### src/sv/mdpad_pkg.sv
// Package: shared types, constants and helpers for the message padding block.
`timescale 1ns / 1ps
`default_nettype none
package mdpad_pkg;

    localparam int QUEUE_DEPTH = 2;
    localparam int QUEUE_AW    = 1;
    localparam int QUEUE_CW    = 2;

    localparam int COUNT_W = 61;
    localparam int SLOT_W  = 4;

    localparam logic [7:0]        PAD_BYTE      = 8'h80;
    localparam logic [SLOT_W-1:0] SLOT_LEN_HI   = 4'd14;
    localparam logic [SLOT_W-1:0] SLOT_LAST     = 4'd15;
    localparam logic [5:0]        LAST_BYTE_POS = 6'd63;
    localparam logic [1:0]        LAST_LANE     = 2'd3;

    typedef enum logic {
        K_DATA = 1'b0,
        K_END  = 1'b1
    } t_kind;

    typedef struct packed {
        t_kind      kind;
        logic [7:0] data;
    } t_entry;

    typedef struct packed {
        logic empty;
        logic full;
    } t_queue_status;

    typedef enum logic [1:0] {
        BK_RUN,
        BK_ZERO,
        BK_LEN_HI,
        BK_LEN_LO
    } t_back_state;

    function automatic logic [31:0] byte_swap(input logic [31:0] w);
        byte_swap = {w[7:0], w[15:8], w[23:16], w[31:24]};
    endfunction

endpackage
`default_nettype wire

### src/sv/mdpad_front.sv
// Front end: accepts input requests and classifies them into queue entries.
`timescale 1ns / 1ps
`default_nettype none
module mdpad_front (
    input  wire logic                   i_in_valid,
    input  wire logic                   i_action,
    input  wire logic [7:0]             i_data_byte,
    input  wire mdpad_pkg::t_queue_status i_q_status,
    output logic                        o_in_stall,
    output logic                        o_push,
    output mdpad_pkg::t_entry           o_entry
);

    assign o_in_stall = i_q_status.full;
    assign o_push     = i_in_valid && !i_q_status.full;

    // drop the byte on an end request
    always_comb begin
        o_entry.kind = i_action ? mdpad_pkg::K_END : mdpad_pkg::K_DATA;
        o_entry.data = i_action ? 8'h00 : i_data_byte;
    end

endmodule
`default_nettype wire

### src/sv/mdpad_queue.sv
// Two-entry queue between the front end and the padding engine.
`timescale 1ns / 1ps
`default_nettype none
module mdpad_queue (
    input  wire logic                   i_clk,
    input  wire logic                   i_rst_n,
    input  wire logic                   i_push,
    input  wire mdpad_pkg::t_entry      i_entry,
    input  wire logic                   i_pop,
    output mdpad_pkg::t_entry           o_head,
    output mdpad_pkg::t_queue_status    o_status
);

    mdpad_pkg::t_entry                r_mem [mdpad_pkg::QUEUE_DEPTH];
    logic [mdpad_pkg::QUEUE_AW-1:0]   r_wr_ptr, n_wr_ptr;
    logic [mdpad_pkg::QUEUE_AW-1:0]   r_rd_ptr, n_rd_ptr;
    logic [mdpad_pkg::QUEUE_CW-1:0]   r_count, n_count;
    logic                             do_push, do_pop;

    assign o_status.empty = (r_count == '0);
    assign o_status.full  = (r_count == mdpad_pkg::QUEUE_CW'(mdpad_pkg::QUEUE_DEPTH));
    assign o_head         = r_mem[r_rd_ptr];

    always_comb begin
        do_push  = i_push && !o_status.full;
        do_pop   = i_pop && !o_status.empty;
        n_wr_ptr = do_push ? r_wr_ptr + 1'b1 : r_wr_ptr;
        n_rd_ptr = do_pop ? r_rd_ptr + 1'b1 : r_rd_ptr;
        n_count  = r_count + mdpad_pkg::QUEUE_CW'(do_push) - mdpad_pkg::QUEUE_CW'(do_pop);
    end

    always_ff @(posedge i_clk) begin
        if (!i_rst_n) begin
            r_wr_ptr <= '0;
            r_rd_ptr <= '0;
            r_count  <= '0;
        end else begin
            r_wr_ptr <= n_wr_ptr;
            r_rd_ptr <= n_rd_ptr;
            r_count  <= n_count;
        end
    end

    always_ff @(posedge i_clk) begin
        if (do_push) begin
            r_mem[r_wr_ptr] <= i_entry;
        end
    end

endmodule
`default_nettype wire

### src/sv/mdpad_back.sv
// Padding engine: packs bytes into words and sequences the padding run.
`timescale 1ns / 1ps
`default_nettype none
module mdpad_back (
    input  wire logic                   i_clk,
    input  wire logic                   i_rst_n,
    input  wire logic                   i_len_be,
    input  wire mdpad_pkg::t_entry      i_head,
    input  wire mdpad_pkg::t_queue_status i_q_status,
    output logic                        o_pop,
    output logic                        o_out_valid,
    input  wire logic                   i_out_stall,
    output logic [31:0]                 o_padded_word,
    output logic                        o_block_end,
    output logic                        o_message_end
);

    mdpad_pkg::t_back_state             r_state, n_state;
    logic [mdpad_pkg::COUNT_W-1:0]      r_cnt, n_cnt;
    logic [31:0]                        r_part, n_part;
    logic [mdpad_pkg::SLOT_W-1:0]       r_slot, n_slot;
    logic                               r_out_valid, n_out_valid;
    logic [31:0]                        r_word, n_word;
    logic                               r_blk, n_blk;
    logic                               r_msg, n_msg;

    logic                               out_free;
    logic [1:0]                         lane;
    logic [mdpad_pkg::SLOT_W-1:0]       cur_slot;
    logic [63:0]                        bitlen;
    logic [31:0]                        lane_word;

    assign out_free = !r_out_valid || !i_out_stall;
    assign lane     = r_cnt[1:0];
    assign cur_slot = r_cnt[5:2];
    assign bitlen   = {r_cnt, 3'b000};

    always_comb begin
        n_state     = r_state;
        n_cnt       = r_cnt;
        n_part      = r_part;
        n_slot      = r_slot;
        n_out_valid = r_out_valid && i_out_stall;
        n_word      = r_word;
        n_blk       = r_blk;
        n_msg       = r_msg;
        o_pop       = 1'b0;
        lane_word   = '0;

        unique case (r_state)
            mdpad_pkg::BK_RUN: begin
                if (!i_q_status.empty && out_free) begin
                    o_pop = 1'b1;
                    if (i_head.kind == mdpad_pkg::K_DATA) begin
                        lane_word = {24'b0, i_head.data} << {lane, 3'b000};
                        n_cnt     = r_cnt + mdpad_pkg::COUNT_W'(1);
                        if (lane == mdpad_pkg::LAST_LANE) begin
                            n_out_valid = 1'b1;
                            n_word      = r_part | lane_word;
                            n_blk       = (r_cnt[5:0] == mdpad_pkg::LAST_BYTE_POS);
                            n_msg       = 1'b0;
                            n_part      = '0;
                        end else begin
                            n_part = r_part | lane_word;
                        end
                    end else begin
                        lane_word   = {24'b0, mdpad_pkg::PAD_BYTE} << {lane, 3'b000};
                        n_out_valid = 1'b1;
                        n_word      = r_part | lane_word;
                        n_blk       = (cur_slot == mdpad_pkg::SLOT_LAST);
                        n_msg       = 1'b0;
                        n_part      = '0;
                        n_slot      = cur_slot + mdpad_pkg::SLOT_W'(1);
                        n_state     = (cur_slot + mdpad_pkg::SLOT_W'(1)
                                       == mdpad_pkg::SLOT_LEN_HI)
                                      ? mdpad_pkg::BK_LEN_HI : mdpad_pkg::BK_ZERO;
                    end
                end
            end
            mdpad_pkg::BK_ZERO: begin
                if (out_free) begin
                    n_out_valid = 1'b1;
                    n_word      = '0;
                    n_blk       = (r_slot == mdpad_pkg::SLOT_LAST);
                    n_msg       = 1'b0;
                    n_slot      = r_slot + mdpad_pkg::SLOT_W'(1);
                    if (r_slot + mdpad_pkg::SLOT_W'(1) == mdpad_pkg::SLOT_LEN_HI) begin
                        n_state = mdpad_pkg::BK_LEN_HI;
                    end
                end
            end
            mdpad_pkg::BK_LEN_HI: begin
                if (out_free) begin
                    n_out_valid = 1'b1;
                    n_word      = i_len_be ? mdpad_pkg::byte_swap(bitlen[63:32])
                                           : bitlen[31:0];
                    n_blk       = 1'b0;
                    n_msg       = 1'b0;
                    n_state     = mdpad_pkg::BK_LEN_LO;
                end
            end
            mdpad_pkg::BK_LEN_LO: begin
                if (out_free) begin
                    n_out_valid = 1'b1;
                    n_word      = i_len_be ? mdpad_pkg::byte_swap(bitlen[31:0])
                                           : bitlen[63:32];
                    n_blk       = 1'b1;
                    n_msg       = 1'b1;
                    n_cnt       = '0;
                    n_slot      = '0;
                    n_state     = mdpad_pkg::BK_RUN;
                end
            end
            default: begin
                n_state = mdpad_pkg::BK_RUN;
            end
        endcase
    end

    always_ff @(posedge i_clk) begin
        if (!i_rst_n) begin
            r_state     <= mdpad_pkg::BK_RUN;
            r_cnt       <= '0;
            r_part      <= '0;
            r_slot      <= '0;
            r_out_valid <= 1'b0;
        end else begin
            r_state     <= n_state;
            r_cnt       <= n_cnt;
            r_part      <= n_part;
            r_slot      <= n_slot;
            r_out_valid <= n_out_valid;
        end
    end

    always_ff @(posedge i_clk) begin
        r_word <= n_word;
        r_blk  <= n_blk;
        r_msg  <= n_msg;
    end

    assign o_out_valid   = r_out_valid;
    assign o_padded_word = r_word;
    assign o_block_end   = r_blk;
    assign o_message_end = r_msg;

endmodule
`default_nettype wire

### src/sv/md_message_padding.sv
// Top level: Merkle-Damgard message padding, bytes in, padded 32-bit words out.
//
// Input channel: one request per accepted edge (i_in_valid high, o_in_stall
// low). i_action = 0 carries a message byte in i_data_byte; i_action = 1 ends
// the message and starts the padding run (the byte is ignored).
// Output channel: padded words, earliest byte in bits 7:0, accepted when
// o_out_valid is high and i_out_stall is low. o_block_end marks the last word
// of each 64-byte block; o_message_end marks the final word of the message.
// Configuration: i_cfg_wr_en writes i_cfg_wr_data into the length byte order
// bit (1 = big-endian length, 0 = little-endian). Write it only while idle.
//
// Timing: a request is written into the two-entry queue at the edge that
// accepts it; when the engine takes the entry it loads the output register,
// so each word passes through the queue and then the output register.
// Data bytes sustain one per cycle while the output is not stalled. An end
// request occupies the engine while it emits the pad word, the zero fill and two
// length words; during that run the queue fills and o_in_stall rises.
// A stalled output word is held; the engine then waits and the queue backs up.
// Reset (synchronous, active low) empties the queue, clears the byte count,
// the partial word and the output valid, and selects little-endian length.
`timescale 1ns / 1ps
`default_nettype none
module md_message_padding (
    input  wire logic        i_clk,
    input  wire logic        i_rst_n,
    input  wire logic        i_cfg_wr_en,
    input  wire logic        i_cfg_wr_data,
    input  wire logic        i_in_valid,
    output logic             o_in_stall,
    input  wire logic        i_action,
    input  wire logic [7:0]  i_data_byte,
    output logic             o_out_valid,
    input  wire logic        i_out_stall,
    output logic [31:0]      o_padded_word,
    output logic             o_block_end,
    output logic             o_message_end
);

    // Length byte order register.
    logic r_len_be;

    mdpad_pkg::t_entry        front_entry;
    mdpad_pkg::t_entry        q_head;
    mdpad_pkg::t_queue_status q_status;
    logic                     push;
    logic                     pop;

    always_ff @(posedge i_clk) begin
        if (!i_rst_n) begin
            r_len_be <= 1'b0;
        end else if (i_cfg_wr_en) begin
            r_len_be <= i_cfg_wr_data;
        end
    end

    // Classify incoming requests; stall only on a full queue.
    mdpad_front u_front (
        .i_in_valid  (i_in_valid),
        .i_action    (i_action),
        .i_data_byte (i_data_byte),
        .i_q_status  (q_status),
        .o_in_stall  (o_in_stall),
        .o_push      (push),
        .o_entry     (front_entry)
    );

    // Decouple the input side from the padding run.
    mdpad_queue u_queue (
        .i_clk    (i_clk),
        .i_rst_n  (i_rst_n),
        .i_push   (push),
        .i_entry  (front_entry),
        .i_pop    (pop),
        .o_head   (q_head),
        .o_status (q_status)
    );

    // Pack bytes, run the zero fill and append the bit length.
    mdpad_back u_back (
        .i_clk         (i_clk),
        .i_rst_n       (i_rst_n),
        .i_len_be      (r_len_be),
        .i_head        (q_head),
        .i_q_status    (q_status),
        .o_pop         (pop),
        .o_out_valid   (o_out_valid),
        .i_out_stall   (i_out_stall),
        .o_padded_word (o_padded_word),
        .o_block_end   (o_block_end),
        .o_message_end (o_message_end)
    );

endmodule
`default_nettype wire

### config.mk
export PLATFORM = sky130hd
export DESIGN_NAME = md_message_padding
export DESIGN_NICKNAME = d
export VERILOG_FILES = /design/src/sv/mdpad_pkg.sv /design/src/sv/mdpad_front.sv /design/src/sv/mdpad_queue.sv /design/src/sv/mdpad_back.sv /design/src/sv/md_message_padding.sv
export SDC_FILE = /design/constraint.sdc
export NUM_CORES = 1
export LEC_CHECK = 0
export BUFFER_PORTS_ARGS = -buffer_cell sky130_fd_sc_hd__buf_2
export CAP_MARGIN = 5
export CELL_PAD_IN_SITES_DETAIL_PLACEMENT = 0
export CELL_PAD_IN_SITES_GLOBAL_PLACEMENT = 1
export CORE_UTILIZATION = 40
export DETAILED_ROUTE_END_ITERATION = 8
export PLACE_DENSITY = 0.71
export SETUP_SLACK_MARGIN = 0.1
export SYNTH_ARGS = -nofsm -noshare
export SYNTH_HDL_FRONTEND = slang
export SYNTH_SLANG_ARGS = --single-unit
### constraint.sdc
create_clock -name i_clk -period 13.3 [get_ports i_clk]
set_input_delay 3.325 -clock i_clk [delete_from_list [all_inputs] [get_ports i_clk]]
set_output_delay 3.325 -clock i_clk [all_outputs]
set_load 0.005 [all_outputs]
==> run summary <==
RUN STATUS
-------------------------------------------------------------------------------------
Outcome                                                                  complete, no violations

STA
-------------------------------------------------------------------------------------
Max frequency                                                                 189 MHz
Worst path setup slack after routing                                          8.00 ns
Total Neg Setup Slack                                                            0 ns
Crit path time final                                                          5.30 ns
Final slew viol count                                                               0
Final setup viols                                                                   0
RSZ-0062 raised after global routing                                            false
Period utilization                                                              39.9%
Slew Limit Headroom                                                             20.5%
Transition time of the tightest slew-check pin                                1.18 ns
Worst clock skew                                                            0.0109 ns
Total count of hold-check failures in the final report                              0
Worst hold slack after final layout                                          0.466 ns

FINISH
-------------------------------------------------------------------------------------
Register cell area after layout                                           0.00368 mm2
Multi-input combinational cell area                                       0.00425 mm2
Non-filler cells, final                                                          1184
Diodes inserted                                                                     0
Share of post-route cells with drive strength above 1                           17.7%
Count of nets after finishing                                                     932
Fill count                                                                       1958
Post-route cell area                                                      0.00929 mm2
Final core occ                                                                  45.9%
Synthesis-to-layout area growth                                                 12.7%

PLACED DESIGN
-------------------------------------------------------------------------------------
Count of buffers from port buffering                                               50
Dpl ws                                                                        7.55 ns
DP Area                                                                   0.00867 mm2
Total instance count after detailed placement                                    1152
Placer congestion estimate                                                      0.859
HPWL Detailed                                                                16200 um

ROUTING
-------------------------------------------------------------------------------------
Starting DRT DRC Count                                                            559
Total iterations of the first detailed-routing run                                  5
Routed WL per cell                                                            19.6 um
Vias per Instance                                                                5.85
Sum of routed wire length over all layers                                    23200 um
Number of nets with antenna violations after routing                                0
Number of vias after detailed routing                                            6930
DRC errors left                                                                     0

SETUP PATH
-------------------------------------------------------------------------------------
Startpoint types                                                            input pin
Worst setup EP type                                                          register
Critical Path Fanout Max                                                           41
Endpoint required time on the critical path                                  13.61 ns
Arrival time of the worst setup path                                          5.61 ns
Startpoint of the most critical register-to-register path                u_back.r_state[0]
Critical path origin                                                      i_out_stall
Classification of the worst setup path                                      in -> reg

YOSYS
-------------------------------------------------------------------------------------
Post-Syn Nets                                                                     919
Number of synthesized register bits                                               158
Post-synthesis cell area                                                  0.00824 mm2
Average cell area after synthesis                                            9.28 um2
Netlist cell types                                                                 60
Fraction of registers with async set or reset after synthesis                      0%
Gate count of the mapped netlist                                                  888
Count of flip-flops with a built-in enable after synthesis                         52
Sequential-to-total area share from yosys stat                                  44.7%
Top flip-flop cell by instance count after synthesis                     sky130_fd_sc_hd__dfxtp_1
Count of yosys warnings during synthesis                                            0

CLOCK TREE
-------------------------------------------------------------------------------------
Number of setup buffers added after CTS                                             0
Clock tree from TritonCTS                                                       built
Later-pin clock latency in the skew report                                    0.42 ns
Max Buffers Root-to-Sink                                                            2
Clock-pin slew of the registers on the worst-case setup and hold paths        0.06 ns
Clock tree sinks                                                                  158
Clock root buffer                                                        sky130_fd_sc_hd__clkbuf_16
Hold buffers post-CTS                                                               0
Number of H-tree levels                                                             4
Gates resized, CTS repair                                                           0
Num CTS Buffers                                                                    17

FLOORPLAN
-------------------------------------------------------------------------------------
Number of ports placed on the die boundary                                         51
Height of the die                                                              146 um
Floorplan die width                                                            146 um
Die outline area                                                           0.0212 mm2
Initial core utilization                                                        40.7%
Core Region                                                                0.0202 mm2
FP Rows                                                                            52

WORST HOLD PATH
-------------------------------------------------------------------------------------
HP Class                                                                   reg -> reg
Hold_sp                                                                  u_back.r_part[15]

POWER
-------------------------------------------------------------------------------------
Power, Total                                                                  1.56 mW
Net switching power                                                            516 uW
Power Internal                                                                1.04 mW
Logic pwr share                                                                 26.1%
Leakage power total                                                           3.20 nW
Highest ir drop seen on vdd                                                 0.0982 mV
Power Density                                                              168 mW/mm2
Switching share of power                                                        33.1%
Share of power burned in the clock network                                      32.4%
Part of the total power dissipated in sequential elements                       41.5%

GLOBAL ROUTING
-------------------------------------------------------------------------------------
Via count of the first global-routing pass                                       6285
Number of antenna violations at the first check in global routing                   0
Pin count of the biggest net entering global routing                               71
Total gr overflow                                                                   0
First-pass GRT wire length                                                   36100 um
Total track usage                                                               22.1%

JOB
-------------------------------------------------------------------------------------
Max-Cap Viols                                                                       0

==> flip-flops by register name, summed over array words and instances (netlist names), named ones only <==
register / cells
u_back.o_block_end: 1
u_back.r_part: 32
u_back.o_padded_word: 32
u_back.r_state: 2
u_back.r_cnt: 61
u_queue.r_rd_ptr: 1
r_len_be: 1
u_back.r_slot: 4
u_back.o_message_end: 1
u_queue.r_mem: 18
u_queue.r_wr_ptr: 1
u_queue.r_count: 2
u_back.o_out_valid: 1
==> area by class of cell <==
| cell class | instances | area share, % |
|---|---|---|
| clock buffers | 21 | 5.53 |
| clock inverters | 11 | 1.12 |
| inverters | 23 | 0.929 |
| multi-input cells | 642 | 45.7 |
| flip-flops and latches | 158 | 39.7 |
| well taps | 270 | 3.64 |
| repair buffers | 59 | 3.42 |
==> cells by family after synthesis <==
family / after synthesis / share of synthesized area, %
multiplexers: 59 / 8.08
XOR/XNOR: 31 / 3.29
AO/OA/AOI/OAI: 239 / 18.0
flip-flops: 158 / 44.7
adder cells (fa/ha/maj): 16 / 2.43
AND/OR/NAND/NOR: 297 / 19.3
buffers and inverters: 88 / 4.23
==> Yosys cell counts, drive strengths merged (4+ instances only) <==
cell / instances / area share (%)
a21oi: 128 / 7.8
a221oi: 34 / 3.6
a22oi: 4 / 0.36
and2: 6 / 0.46
and3: 11 / 0.83
and4: 8 / 0.85
buf: 18 / 1.0
clkbuf: 47 / 2.2
dfxtp: 106 / 26
edfxtp: 52 / 19
ha: 16 / 2.4
inv: 23 / 1.0
mux2: 54 / 7.4
mux2i: 5 / 0.70
nand2: 47 / 2.1
nand2b: 5 / 0.38
nand3: 20 / 1.2
nand4: 21 / 1.8
nand4b: 4 / 0.50
nor2: 94 / 4.3
nor2b: 10 / 0.76
nor3: 7 / 0.49
nor4: 16 / 1.3
o21ai: 21 / 1.3
o31ai: 24 / 2.2
o41ai: 4 / 0.42
or3: 9 / 0.68
or4: 29 / 2.7
xnor2: 24 / 2.6
xor2: 7 / 0.74
==> path summary, 6_finish.rpt <==
check	end	slack [ns]	depth (start not counted)
max	u_back.r_cnt[60]	8.00	8
min	u_back.r_part[15]	0.47	2
max reg2reg	u_back.r_cnt[60]	10.03	9
min reg2reg	u_back.r_part[15]	0.47	2
==> per-layer routing <==
metal	vias to the layer above	part of all wire (%)	GRT usage (%)
met3	23	4.9	3.61
met1	3344	47	31.3
met5	-	0	0
met2	191	46	35.2
met4	0	1.5	5.68
li1	3372	-	-
==> cell usage in the layout, fill, tap and decap left out, drive strengths merged, types with 5 or more instances in the layout <==
cell type / n
nand2b: 5
mux2: 54
nand3: 20
nor2: 94
edfxtp: 52
xor2: 7
o21ai: 21
ha: 16
or3: 9
clkbuf: 21
buf: 59
nor4: 16
nand4: 21
or4: 29
nor2b: 10
and3: 11
and4: 8
a21oi: 128
a221oi: 34
inv: 32
dfxtp: 106
o31ai: 24
xnor2: 24
nand2: 47
and2: 6
nor3: 7
mux2i: 5
==> worst max-delay path, cell delays in order <==
cell,delay [ns]
sky130_fd_sc_hd__buf_2,0.10
sky130_fd_sc_hd__nand2_1,0.17
sky130_fd_sc_hd__o21bai_2,0.09
sky130_fd_sc_hd__buf_4,0.23
sky130_fd_sc_hd__o31ai_4,0.78
sky130_fd_sc_hd__buf_4,0.55
sky130_fd_sc_hd__nor2_1,0.07
sky130_fd_sc_hd__mux2_2,0.26
==> power by group through the flow <==
stage,sequential [mW],combinational [mW],clock [mW]
after floorplan,0.659,0.249,0
after global placement,0.658,0.407,0
after detailed placement,0.659,0.408,0
after CTS,0.649,0.410,0.512
after global routing,0.657,0.449,0.530
final,0.648,0.407,0.505
Power figures use the tool's default switching activity.
